$ cat src/h4_receive_deframer_macros.svh
// Assertion helpers shared by the deframer RTL.
`ifndef H4_RECEIVE_DEFRAMER_MACROS_SVH
`define H4_RECEIVE_DEFRAMER_MACROS_SVH

// Same-cycle implication, checked on every rising clk outside reset.
`define H4D_ASSERT_IMP(lbl, ante, cons, msg) \
  lbl: assert property (@(posedge clk) disable iff (rst) (ante) |-> (cons)) \
    else $error(msg);

// Next-cycle implication.
`define H4D_ASSERT_NXT(lbl, ante, cons, msg) \
  lbl: assert property (@(posedge clk) disable iff (rst) (ante) |=> (cons)) \
    else $error(msg);

`endif

$ cat src/h4d_pkg.sv
package h4d_pkg;

  localparam int QUEUE_DEPTH = 8;

  localparam int MAX_LEN_W = 17;
  localparam logic [MAX_LEN_W-1:0] MAX_FRAME_LENGTH_RESET = 17'd1028;

  // Register indexes on the configuration port.
  localparam logic CFG_RECEIVE_ENABLED  = 1'b0;
  localparam logic CFG_MAX_FRAME_LENGTH = 1'b1;

  // H4 packet types that open a frame.
  localparam logic [7:0] TYPE_ACL   = 8'h02;
  localparam logic [7:0] TYPE_SCO   = 8'h03;
  localparam logic [7:0] TYPE_EVENT = 8'h04;

  localparam logic KIND_FRAME = 1'b0;
  localparam logic KIND_ERROR = 1'b1;

  localparam logic [1:0] ERR_NONE         = 2'd0;
  localparam logic [1:0] ERR_UNKNOWN_TYPE = 2'd1;
  localparam logic [1:0] ERR_TOO_LARGE    = 2'd2;

  // One queued command: a single result, or a burst releasing a held header.
  typedef struct packed {
    logic            is_hdr;
    logic            kind;
    logic [7:0]      ptype;
    logic [7:0]      data;
    logic            last;   // for a header burst: payload length is zero
    logic [1:0]      err;
    logic [3:0][7:0] hdr;
    logic [2:0]      hsize;
  } cmd_t;

  function automatic logic [2:0] header_size_of(input logic [7:0] ptype);
    logic [2:0] hs;
    hs = 3'd0;
    if (ptype == TYPE_EVENT) hs = 3'd2;
    else if (ptype == TYPE_ACL) hs = 3'd4;
    else if (ptype == TYPE_SCO) hs = 3'd3;
    return hs;
  endfunction

endpackage

$ cat src/h4d_front.sv
module h4d_front (
  input  logic                            clk,
  input  logic                            rst,
  input  logic                            accept,
  input  logic [7:0]                      rx_byte,
  input  logic                            receive_enabled,
  input  logic [h4d_pkg::MAX_LEN_W-1:0]   max_frame_length,
  input  logic                            clear,
  output logic                            push,
  output h4d_pkg::cmd_t                   cmd,
  output logic                            busy
);

  localparam logic [1:0] PH_WAIT    = 2'd0;
  localparam logic [1:0] PH_HEADER  = 2'd1;
  localparam logic [1:0] PH_PAYLOAD = 2'd2;

  logic [1:0]      phase, phase_next;
  logic [7:0]      cur_type, cur_type_next;
  logic [3:0][7:0] hdr_store;
  logic [2:0]      hcount, hcount_next;
  logic [2:0]      hsize, hsize_next;
  logic [15:0]     remaining, remaining_next;

  logic [3:0][7:0] hdr_m;
  logic [2:0]      hcount_inc;
  logic [15:0]     plen;
  logic [16:0]     total;
  logic [2:0]      hs_in;
  logic [15:0]     rem_dec;

  assign busy = (phase != PH_WAIT);
  assign hcount_inc = hcount + 3'd1;
  assign hs_in = h4d_pkg::header_size_of(rx_byte);
  assign rem_dec = remaining - 16'd1;

  always_comb begin
    for (int j = 0; j < 4; j++) begin
      hdr_m[j] = (hcount[1:0] == 2'(j)) ? rx_byte : hdr_store[j];
    end
    if (cur_type == h4d_pkg::TYPE_EVENT) begin
      plen = {8'h00, hdr_m[1]};
    end else if (cur_type == h4d_pkg::TYPE_ACL) begin
      plen = {hdr_m[3], hdr_m[2]};
    end else begin
      plen = {8'h00, hdr_m[2]};
    end
    total = {14'd0, hsize} + {1'b0, plen};
  end

  always_comb begin
    phase_next     = phase;
    cur_type_next  = cur_type;
    hcount_next    = hcount;
    hsize_next     = hsize;
    remaining_next = remaining;
    push           = 1'b0;
    cmd            = '0;
    cmd.ptype      = cur_type;
    cmd.hdr        = hdr_m;
    cmd.hsize      = hsize;
    if (clear) begin
      phase_next     = PH_WAIT;
      cur_type_next  = '0;
      hcount_next    = '0;
      hsize_next     = '0;
      remaining_next = '0;
    end else if (accept) begin
      if (!receive_enabled) begin
        phase_next     = PH_WAIT;
        cur_type_next  = '0;
        hcount_next    = '0;
        hsize_next     = '0;
        remaining_next = '0;
      end else begin
        unique case (phase)
          PH_WAIT: begin
            if (rx_byte != 8'h00) begin
              if (hs_in == 3'd0) begin
                // unknown type: report it and stay waiting
                push      = 1'b1;
                cmd.kind  = h4d_pkg::KIND_ERROR;
                cmd.ptype = rx_byte;
                cmd.err   = h4d_pkg::ERR_UNKNOWN_TYPE;
              end else begin
                cur_type_next = rx_byte;
                hsize_next    = hs_in;
                hcount_next   = '0;
                phase_next    = PH_HEADER;
              end
            end
          end
          PH_HEADER: begin
            hcount_next = hcount_inc;
            if (hcount_inc == hsize) begin
              push = 1'b1;
              if (total > max_frame_length) begin
                cmd.kind       = h4d_pkg::KIND_ERROR;
                cmd.err        = h4d_pkg::ERR_TOO_LARGE;
                phase_next     = PH_WAIT;
                cur_type_next  = '0;
                hcount_next    = '0;
                hsize_next     = '0;
                remaining_next = '0;
              end else begin
                cmd.is_hdr = 1'b1;
                cmd.kind   = h4d_pkg::KIND_FRAME;
                cmd.err    = h4d_pkg::ERR_NONE;
                cmd.last   = (plen == 16'd0);
                if (plen == 16'd0) begin
                  phase_next     = PH_WAIT;
                  cur_type_next  = '0;
                  hcount_next    = '0;
                  hsize_next     = '0;
                  remaining_next = '0;
                end else begin
                  remaining_next = plen;
                  phase_next     = PH_PAYLOAD;
                end
              end
            end
          end
          PH_PAYLOAD: begin
            push           = 1'b1;
            cmd.kind       = h4d_pkg::KIND_FRAME;
            cmd.data       = rx_byte;
            cmd.last       = (rem_dec == 16'd0);
            remaining_next = rem_dec;
            if (rem_dec == 16'd0) begin
              phase_next    = PH_WAIT;
              cur_type_next = '0;
              hcount_next   = '0;
              hsize_next    = '0;
            end
          end
          default: begin
            phase_next     = PH_WAIT;
            cur_type_next  = '0;
            hcount_next    = '0;
            hsize_next     = '0;
            remaining_next = '0;
          end
        endcase
      end
    end
  end

  always_ff @(posedge clk) begin
    if (rst) begin
      phase     <= PH_WAIT;
      cur_type  <= '0;
      hcount    <= '0;
      hsize     <= '0;
      remaining <= '0;
    end else begin
      phase     <= phase_next;
      cur_type  <= cur_type_next;
      hcount    <= hcount_next;
      hsize     <= hsize_next;
      remaining <= remaining_next;
    end
  end

  // header bytes: no reset, each slot written before it is read
  always_ff @(posedge clk) begin
    if (accept && !clear && receive_enabled && phase == PH_HEADER) begin
      hdr_store[hcount[1:0]] <= rx_byte;
    end
  end

endmodule

$ cat src/h4d_fifo.sv
module h4d_fifo #(
  parameter int Depth = h4d_pkg::QUEUE_DEPTH
) (
  input  logic          clk,
  input  logic          rst,
  input  logic          push,
  input  h4d_pkg::cmd_t wr_cmd,
  input  logic          pop,
  output h4d_pkg::cmd_t head,
  output logic          not_empty,
  output logic          full
);

  localparam int PtrW = (Depth > 1) ? $clog2(Depth) : 1;
  localparam int CntW = $clog2(Depth + 1);

  h4d_pkg::cmd_t mem [Depth];
  logic [PtrW-1:0] wr_ptr, rd_ptr;
  logic [CntW-1:0] count;
  logic            do_pop;

  assign not_empty = (count != '0);
  assign full      = (count == CntW'(Depth));
  assign head      = mem[rd_ptr];
  assign do_pop    = pop && not_empty;

  always_ff @(posedge clk) begin
    if (push && !full) begin
      mem[wr_ptr] <= wr_cmd;
    end
  end

  always_ff @(posedge clk) begin
    if (rst) begin
      wr_ptr <= '0;
      rd_ptr <= '0;
      count  <= '0;
    end else begin
      if (push && !full) begin
        wr_ptr <= (wr_ptr == PtrW'(Depth - 1)) ? '0 : wr_ptr + PtrW'(1);
      end
      if (do_pop) begin
        rd_ptr <= (rd_ptr == PtrW'(Depth - 1)) ? '0 : rd_ptr + PtrW'(1);
      end
      if ((push && !full) && !do_pop) begin
        count <= count + CntW'(1);
      end else if (!(push && !full) && do_pop) begin
        count <= count - CntW'(1);
      end
    end
  end

endmodule

$ cat src/h4d_back.sv
module h4d_back (
  input  logic          clk,
  input  logic          rst,
  input  h4d_pkg::cmd_t head,
  input  logic          head_valid,
  output logic          pop,
  output logic          out_valid,
  input  logic          out_ready,
  output logic          kind,
  output logic [7:0]    packet_type,
  output logic [7:0]    frame_byte,
  output logic          first_of_frame,
  output logic          last_of_frame,
  output logic [1:0]    error_code
);

  h4d_pkg::cmd_t cur;
  logic          cur_valid;
  logic [1:0]    idx;
  logic [2:0]    hsize_m1;
  logic          final_beat;
  logic          advance;

  assign hsize_m1   = cur.hsize - 3'd1;
  assign final_beat = !cur.is_hdr || ({1'b0, idx} == hsize_m1);
  assign advance    = !cur_valid || (out_ready && final_beat);
  assign pop        = advance && head_valid;

  assign out_valid      = cur_valid;
  assign kind           = cur.kind;
  assign packet_type    = cur.ptype;
  assign frame_byte     = cur.is_hdr ? cur.hdr[idx] : cur.data;
  assign first_of_frame = cur.is_hdr && (idx == 2'd0);
  assign last_of_frame  = cur.is_hdr ? (cur.last && final_beat) : cur.last;
  assign error_code     = cur.err;

  always_ff @(posedge clk) begin
    if (rst) begin
      cur_valid <= 1'b0;
      idx       <= '0;
    end else if (advance) begin
      cur_valid <= head_valid;
      idx       <= '0;
    end else if (cur_valid && out_ready) begin
      idx <= idx + 2'd1;
    end
  end

  always_ff @(posedge clk) begin
    if (advance && head_valid) begin
      cur <= head;
    end
  end

endmodule

$ cat src/h4_receive_deframer.sv
// Channel   Dir  Beat contents
// s_*       in   tdata[7:0] rx_byte, one received H4 byte per transfer
// m_*       out  tdata packet_type/frame_byte/first/error, tuser kind,
//                tlast last_of_frame; one result per transfer
// cfg_*     in   register write: index 0 receive_enabled, 1 max_frame_length
//
// Steady rate is one byte per cycle while the queue has room: the front parser
// classifies a byte in the cycle it is accepted and queues at most one command for it.
// The back end sends one result per cycle while m_tready is high; a released header
// (2 to 4 results) occupies it, one result per header byte, which those bytes paid for.
// s_tready drops only when the eight-entry command queue is full; payload queued
// behind a header burst fills at most four entries, so only an output stall
// reaches the input, after the queue and the result register fill.
// rst is synchronous; it clears the parser, the queue and the result register,
// and loads receive disabled with a maximum frame length of 1028.
`include "h4_receive_deframer_macros.svh"

module h4_receive_deframer #(
  parameter int QueueDepth = h4d_pkg::QUEUE_DEPTH
) (
  input  logic                          clk,
  input  logic                          rst,
  // slave stream
  input  logic                          s_tvalid,
  output logic                          s_tready,
  input  logic [7:0]                    s_tdata,   // [7:0] rx_byte
  // master stream
  output logic                          m_tvalid,
  input  logic                          m_tready,
  // [7:0] packet_type, [15:8] frame_byte, [16] first_of_frame,
  // [18:17] error_code, [23:19] zero
  output logic [23:0]                   m_tdata,
  output logic                          m_tuser,   // [0] kind
  output logic                          m_tlast,   // last_of_frame
  // configuration writes
  input  logic                          cfg_we,
  input  logic                          cfg_index,
  input  logic [h4d_pkg::MAX_LEN_W-1:0] cfg_data
);

  logic                          receive_enabled;
  logic [h4d_pkg::MAX_LEN_W-1:0] max_frame_length;
  logic                          clear;

  logic          in_accept;
  logic          fifo_push, fifo_pop, fifo_not_empty, fifo_full;
  h4d_pkg::cmd_t fifo_wr, fifo_head;
  logic          front_busy;

  logic       kind, first_of_frame, last_of_frame;
  logic [7:0] packet_type, frame_byte;
  logic [1:0] error_code;

  logic is_error, err_shape_ok, is_start, start_clean_ok;

  // Configuration registers. Disabling receive also drops a partial frame.
  always_ff @(posedge clk) begin
    if (rst) begin
      receive_enabled  <= 1'b0;
      max_frame_length <= h4d_pkg::MAX_FRAME_LENGTH_RESET;
    end else if (cfg_we) begin
      unique case (cfg_index)
        h4d_pkg::CFG_RECEIVE_ENABLED:  receive_enabled  <= cfg_data[0];
        h4d_pkg::CFG_MAX_FRAME_LENGTH: max_frame_length <= cfg_data;
        default: ;
      endcase
    end
  end

  assign clear = cfg_we && (cfg_index == h4d_pkg::CFG_RECEIVE_ENABLED) && !cfg_data[0];

  // Hold the input only when the queue has no room for a command.
  assign s_tready  = !fifo_full;
  assign in_accept = s_tvalid && s_tready;

  h4d_front u_front (
    .clk              (clk),
    .rst              (rst),
    .accept           (in_accept),
    .rx_byte          (s_tdata),
    .receive_enabled  (receive_enabled),
    .max_frame_length (max_frame_length),
    .clear            (clear),
    .push             (fifo_push),
    .cmd              (fifo_wr),
    .busy             (front_busy)
  );

  h4d_fifo #(
    .Depth (QueueDepth)
  ) u_fifo (
    .clk       (clk),
    .rst       (rst),
    .push      (fifo_push),
    .wr_cmd    (fifo_wr),
    .pop       (fifo_pop),
    .head      (fifo_head),
    .not_empty (fifo_not_empty),
    .full      (fifo_full)
  );

  h4d_back u_back (
    .clk            (clk),
    .rst            (rst),
    .head           (fifo_head),
    .head_valid     (fifo_not_empty),
    .pop            (fifo_pop),
    .out_valid      (m_tvalid),
    .out_ready      (m_tready),
    .kind           (kind),
    .packet_type    (packet_type),
    .frame_byte     (frame_byte),
    .first_of_frame (first_of_frame),
    .last_of_frame  (last_of_frame),
    .error_code     (error_code)
  );

  assign m_tdata = {5'd0, error_code, first_of_frame, frame_byte, packet_type};
  assign m_tuser = kind;
  assign m_tlast = last_of_frame;

  assign is_error       = m_tvalid && kind == h4d_pkg::KIND_ERROR;
  assign err_shape_ok   = frame_byte == 8'h00 && !first_of_frame && !last_of_frame &&
                          error_code != h4d_pkg::ERR_NONE;
  assign is_start       = m_tvalid && first_of_frame;
  assign start_clean_ok = kind == h4d_pkg::KIND_FRAME && error_code == h4d_pkg::ERR_NONE;

  // A command is never pushed into a full queue.
  `H4D_ASSERT_IMP(a_no_overflow, fifo_push, !fifo_full, "command queue overflow")
  // Error results carry no byte and no frame marks.
  `H4D_ASSERT_IMP(a_error_shape, is_error, err_shape_ok, "malformed error result")
  // A frame start is always a clean frame byte.
  `H4D_ASSERT_IMP(a_first_clean, is_start, start_clean_ok, "first byte flagged as error")
  // Disabling receive leaves the parser waiting for a type byte.
  `H4D_ASSERT_NXT(a_disable_clears, clear, !front_busy, "parser not cleared on disable")

endmodule
$ cat config.mk
export PLATFORM = sky130hd
export DESIGN_NAME = h4_receive_deframer
export DESIGN_NICKNAME = d
export VERILOG_FILES = /design/src/h4d_pkg.sv /design/src/h4d_front.sv /design/src/h4d_fifo.sv /design/src/h4d_back.sv /design/src/h4_receive_deframer.sv
export VERILOG_INCLUDE_DIRS = /design/src /design/src/src
export SDC_FILE = /design/constraint.sdc
export NUM_CORES = 1
export LEC_CHECK = 0
export BUFFER_PORTS_ARGS = -buffer_cell sky130_fd_sc_hd__buf_2
export CAP_MARGIN = 20
export CORE_MARGIN = 2
export CORE_UTILIZATION = 60
export CTS_CLUSTER_DIAMETER = 200
export CTS_CLUSTER_SIZE = 14
export DETAILED_ROUTE_END_ITERATION = 6
export GPL_TIMING_DRIVEN = 0
export PLACE_DENSITY = 0.75
export REMOVE_ABC_BUFFERS = 1
export SLEW_MARGIN = 25
export SYNTH_ARGS = -nofsm -noshare
export SYNTH_HDL_FRONTEND = slang
export SYNTH_SLANG_ARGS = --single-unit
$ cat constraint.sdc
create_clock -name clk -period 8.71 [get_ports clk]
set_input_delay 0 -clock clk [delete_from_list [all_inputs] [get_ports clk]]
set_output_delay 0 -clock clk [all_outputs]
set_load 0.01 [all_outputs]
# --- Word-level counts from Yosys, hierarchy flattened ---
# Memories as Yosys holds them, arrays and structs flattened. A register that Yosys moved wholly into a read port is not among the register bits.
# Cells that the tools add are included.
word_totals:
  word_cells: 178
  memories: 1
  mem_bits_rw: 448
  output_inout_bits: 28
  ff_bits: 95
mem_list:
  columns: ["memory", "depth", "width", "read_ports", "rd_clocked_by_memory_dff", "write_ports", "line_no", "rtl"]
  rows:
  - ["u_fifo.mem", 8, 56, 1, 1, 1, "h4d_fifo.sv:17", "h4d_pkg::cmd_t mem [Depth];"]
op_classes:
  n_addsub: 9
  order_cmp: 4
  muxes: 84
  eq_ne: 21
  bitwise: 1
  reduce_logical: 42
op_table:
  columns: ["op", "count"]
  rows:
  - ["two-way mux 8 bit", 16]
  - ["two-way mux 16 bit", 6]
  - ["two-way mux 21 bit", 3]
  - ["two-way mux 3 bit", 18]
  - ["case mux 16 bit (3 select lines)", 1]
  - ["bitwise mux 32 bit", 1]
  - ["logical NOT 16 bit", 2]
  - ["equality test 8 x 2 -> 1 bit (second input constant)", 3]
  - ["case mux 8 bit (3 select lines)", 1]
  - ["two-way mux 2 bit", 11]
  - ["two-way mux 9 bit", 2]
  - ["case mux 3 bit (3 select lines)", 2]
  - ["adder 3 x 16 -> 17 bit", 1]
  - ["greater-than comparator 17 bit", 1]
  - ["binary-select mux 8 bit (select 2 bit)", 1]
  - ["demux 8 bit (select 2 bit)", 1]
  - ["equality test 8 x 3 -> 1 bit (second input constant)", 2]
  - ["logical AND 1 bit", 16]
  - ["subtractor 16 x 1 -> 16 bit (second input constant)", 1]
  - ["two-way mux 1 bit", 14]
  - ["adder 3 x 1 -> 3 bit (second input constant)", 3]
  - ["inequality test 3 x 2 -> 1 bit (second input constant)", 3]
  - ["two-way mux 4 bit", 2]
  - ["nonzero test 8 bit", 1]
  - ["32 further kinds", 49]

# --- Longest topological paths before layout ---
depth:
  ltp_word: 16
  mapped_depth: 21
  depth_no_buf: 19

# --- Cells and area by module ---
# Synthesis repeated with hierarchy kept, for this count alone.
unflattened:
  hier_cells: 1441
  hier_area_um2: 25415.6
modules_own_cells:
  columns: ["module", "area_each_um2", "n_inst", "seq_area_each_um2", "cells_each"]
  rows:
  - ["h4d_fifo", 17454.2, 1, 13713.2, 724]
  - ["h4d_front", 4734.5, 1, 1601.5, 515]
  - ["h4d_back", 2280.9, 1, 1741.7, 113]
  - ["h4_receive_deframer", 945.9, 1, 360.3, 89]

# --- Least setup slack after synthesis ---
# No wires, ideal clock.
synth_timing:
  path_kind: "reg-to-reg"
  startpoint: "reg u_front.hcount[0]"
  endpoint: "mem u_fifo.mem[5][0] in the netlist's numbering (enable)"
  t_required_ns: 8.159
  n_path_buf: 0
  slack_ns: 1.908
  arrival_ns: 6.251
  setup_time_ns: 0.551
  period_less_slack_ns: 6.802
  stages_incl_launch_ff: 9
  path_cell_list: "dfxtp_1 > inv_1 > ha_1 > xnor2_1 > and3_1 > nand2_1 > a211oi_1 > nand2_1 > nor3b_1"
synth_between:
  elab_chain_len: 10
synth_rtl:
  columns: ["item", "line_no", "rtl"]
  rows:
  - ["start: declaration", "h4d_front.sv:21", "logic [2:0] hcount, hcount_next;"]
  - ["start signal: assignment", "h4d_front.sv:158", "hcount <= hcount_next;"]
  - ["adder 3 x 1 -> 3 bit", "h4d_front.sv:33", "assign hcount_inc = hcount + 3'd1;"]
  - ["equality test 3 bit", "h4d_front.sv:95", "if (hcount_inc == hsize) begin"]
  - ["two-way mux 1 bit", "h4d_front.sv:95", null]
  - ["case mux 1 bit (3 select lines)", "h4d_front.sv:76", "unique case (phase)"]
  - ["two-way mux 1 bit", "h4d_front.sv:69", "if (!receive_enabled) begin"]
  - ["two-way mux 1 bit", "h4d_front.sv:68", "end else if (accept) begin"]
  - ["two-way mux 1 bit", "h4d_front.sv:62", "if (clear) begin"]
  - ["logical AND 1 bit", "h4d_fifo.sv:28", "if (push && !full) begin"]
  - ["two-way mux 1 bit", "h4d_fifo.sv:28", null]
  - ["two-way mux 1 bit (implied by the code)", "h4d_fifo.sv:29", "mem[wr_ptr] <= wr_cmd;"]
  - ["end: declaration", "h4d_fifo.sv:17", null]
# Every way passes these cells.

==> run metrics <==
Die H=between 200 and 250 µm; Final Max Tran Viols=0; Clock Latency Late Sink=between 0.5 and 0.6 ns; Hold/Removal Path Class=in2reg; clock slew at reported path FFs=about 0.060 ns; CTS Buf Count=48; vias in the first global route=about 14,000; RSZ-0062 raised after global routing=false; final period utilization=80.0%; first-pass GRT wire length=between 80 and 90 mm; leading area contributor after synthesis=edfxtp_1; Achievable Freq=approximately 140 MHz; initial antenna violation count=0; Slew @ Worst Pin=~1.1 ns; Worst Hold Launch=s_tvalid; fraction of layout cells with a size suffix above 1=around 28%; power per cell area=around 240 mW/mm²; Area contributors post-synth=edfxtp_1, mux4_2, dfxtp_1; GRT Util Overall=25.0%; clk sinks=around 600; total global routing overflow=0; crit-path cells=or4_4, or4_1, mux2_2, ha_1, nand3_1, nand2_1, nor3b_1, nand4_1, xnor2_1, nor2_1, ha_1, and3_1, a221o_1, a221oi_1, a31o_2, nand2_1, o41a_1, nor3b_1; maximum vdd ir drop=roughly 0.00014 V; Die Footprint=between 0.04 and 0.05 mm²; PortBufs=53; Syn-to-layout area delta=13.4%; Reg2Reg Setup Slack=roughly 1.7 ns; YS warnings=0; via count=around 14,000; Final ANT Viol Nets=0; Setup Skew=between 0.015 and 0.02 ns; syn_area_per_cell=roughly 18 µm²; drt drc=0; most frequent cell after synthesis=edfxtp_1; max_slew headroom=a little over a quarter; Pre-antenna DRT Iters=6; outcome=completed; WHS=just over 0.07 ns; Iter 0 DRT Violations=about 1,400; Initial Util=between 60 and 70%; io pins=59; Lkg Pwr=around 0.0094 µW; Core ar.=about 0.041 mm²; Die W=roughly 210 µm; CP bufs+invs=0; Final min period=between 6 and 7 ns; Hold EP=u_front.hdr_store[21]$_DFFE_PP_; routability cong.=between 0.9 and 1; Yosys cell types=77; final core utilization=a little over two thirds; Setup CP Type=reg2reg; slowest cell on the critical path=nor3b_1; site row count=74; Syn Inst Count=between 1,000 and 1,500; pin count of the biggest net entering global routing=44; Seq/Total Area, Yosys=about 69%; type of element launching the critical path=flop; area share of the largest cell type after synthesis=between 60% and 70%; Reg area=0.0174 mm²; number of diodes=0; multi-input logic area=~0.0073 mm²; Routed Wire Length=approximately 54 mm; vias per cell=roughly 6.3; Post-synth EDFFs=~540; CTS tree=built; worst r2r path cells=18; critical path arrival=7.19 ns; DP HPWL=between 30 and 40 mm; Area after DPL=~0.027 mm²; fill count=roughly 2,500; H-tree depth=2; Hold Vio Cnt, Final=0; reg2reg start=u_front.cur_type[0]$_SDFFE_PP0P_; Hold Path Stages=3; FF-to-FF End=u_fifo.mem[2][37]$_DFFE_PP_; Max Cap Viol=0; most frequent cells after synthesis=edfxtp_1, mux4_2, mux2_2; Worst EP required=8.93 ns; Async S/R FF share, synth=0%; drt wl/cell=between 20 and 30 µm; slowest stage delay, CP=0.86 ns; CP Capture Type=flop; Mapped Area=around 0.025 mm²; delay-heaviest family, CP=simple AND/OR/NAND/NOR gates; CTS Buffer Depth=3; clock root cell=clkbuf_16; post-route cell area=approximately 0.028 mm²; Crit Path Max Fanout=10; Final setup viols=0; Final nets=between 1,500 and 2,000; post-synthesis register bit count=between 500 and 600; ys flop type=edfxtp_1
-- power by group --
| part | switching, µW | leakage (µW) | internal [µW] |
|---|---|---|---|
| combinational | 639 | 0.00341 | 805 |
| clock | 929 | 0.000660 | 1060 |
| sequential | 172 | 0.00537 | 3360 |
| total | 1740 | 0.00944 | 5230 |
-- flip-flops by register name, summed over array words and instances (netlist names) --
register,count
receive_enabled,1
u_back.cur,45
u_back.idx,2
u_fifo.rd_ptr,3
u_front.cur_type,8
u_fifo.count,4
u_fifo.mem,448
u_fifo.wr_ptr,3
u_back.packet_type,8
u_back.error_code,2
u_front.remaining,16
u_front.hsize,3
u_back.kind,1
u_front.phase,2
u_front.hcount,3
u_back.out_valid,1
max_frame_length,17
u_front.hdr_store,32
-- worst max-delay path by stage --
stage | from | to | slack, ns | cells after the start
2_1_floorplan | u_front.hcount[0]$_SDFFE_PP0P_ | u_fifo.mem[5][0]$_DFFE_PP_ | 1.78 | 7
3_3_place_gp | u_front.hcount[0]$_SDFFE_PP0P_ | u_fifo.mem[5][9]$_DFFE_PP_ | -3.57 | 7
5_1_grt | u_front.cur_type[0]$_SDFFE_PP0P_ | u_fifo.mem[5][37]$_DFFE_PP_ | 1.37 | 18
6_report | u_front.cur_type[0]$_SDFFE_PP0P_ | u_fifo.mem[2][37]$_DFFE_PP_ | 1.74 | 18
4_1_cts | u_front.cur_type[0]$_SDFFE_PP0P_ | u_fifo.mem[6][37]$_DFFE_PP_ | 1.79 | 18
3_5_place_dp | u_front.cur_type[0]$_SDFFE_PP0P_ | u_fifo.mem[1][37]$_DFFE_PP_ | 1.89 | 18
-- final cells by class --
| class | instances | share of cell area [%] |
|---|---|---|
| inverter | 44 | 0.585 |
| multi-input combinational | 708 | 25.6 |
| timing repair buffer | 173 | 5.57 |
| sequential | 599 | 61.1 |
| clock buffer | 78 | 4.77 |
| clock inverter | 2 | 0.0748 |
| tap | 532 | 2.34 |
-- tightest hold or removal path, stage by stage --
cell	delay (ns)
buf_2	0.12
nand2_1	0.22
nor4_2	0.11
-- metal layers --
metal | GRT usage (%) | up-vias | routed length (µm) | share of wire [%]
met2 | 40.5 | 567 | 25900 | 48
li1 | - | 5934 | - | -
met5 | 0 | - | 0 | 0
met1 | 35.5 | 6934 | 22200 | 42
met4 | 8.43 | 0 | 1690 | 3.1
met3 | 3.70 | 99 | 3700 | 6.9
-- stage by stage --
| step | std cells | power [µW] | setup TNS (ns) | setup WS [ns] |
|---|---|---|---|---|
| global route | 2136 | 7240 | 0 | 1.37 |
| floorplan | 1351 | 4670 | 0 | 1.78 |
| detailed placement | 2011 | 5040 | 0 | 1.89 |
| CTS | 2136 | 7040 | 0 | 1.79 |
| global placement | 1936 | 5140 | -1112.80 | -3.57 |
| finish | 2136 | 6970 | 0 | 1.74 |
-- layout by cell type, fill, tap and decap left out, types with 7 or more instances in the layout --
master	count
nor4_1	8
mux4_2	120
nand3_1	12
nor3_1	20
o21ai_0	10
and2_1	14
buf_16	8
mux2i_1	23
clkbuf_16	50
mux2_2	101
nand4_1	8
or4_1	8
nor2_1	46
a21oi_1	50
ha_1	41
dfxtp_1	59
buf_4	42
xnor2_1	22
nor3b_2	9
clkbuf_1	28
buf_6	15
xor2_1	7
and3_1	8
inv_1	42
buf_12	7
buf_2	55
nand2_1	75
nor3b_1	7
edfxtp_1	536
a22o_1	7
or3_1	7
dlygate4sd3_1	45
-- repair_timing --
item,in CTS,in global routing
hold buffers,45,0
endpoints found under the hold margin,67,0
buffers inserted,0,0
gates resized for setup,0,0
-- cells by family after synthesis --
group | after synthesis | share of synthesized area (%)
compound gates | 125 | 3.54
xor+xnor | 30 | 1.10
fa+ha+maj | 43 | 2.21
buf+inv | 123 | 2.14
flops | 599 | 69.2
mux | 244 | 16.2
other cells | 1 | 0.0150
simple gates | 261 | 5.54
No activity file was read; power rests on OpenSTA's default activity.
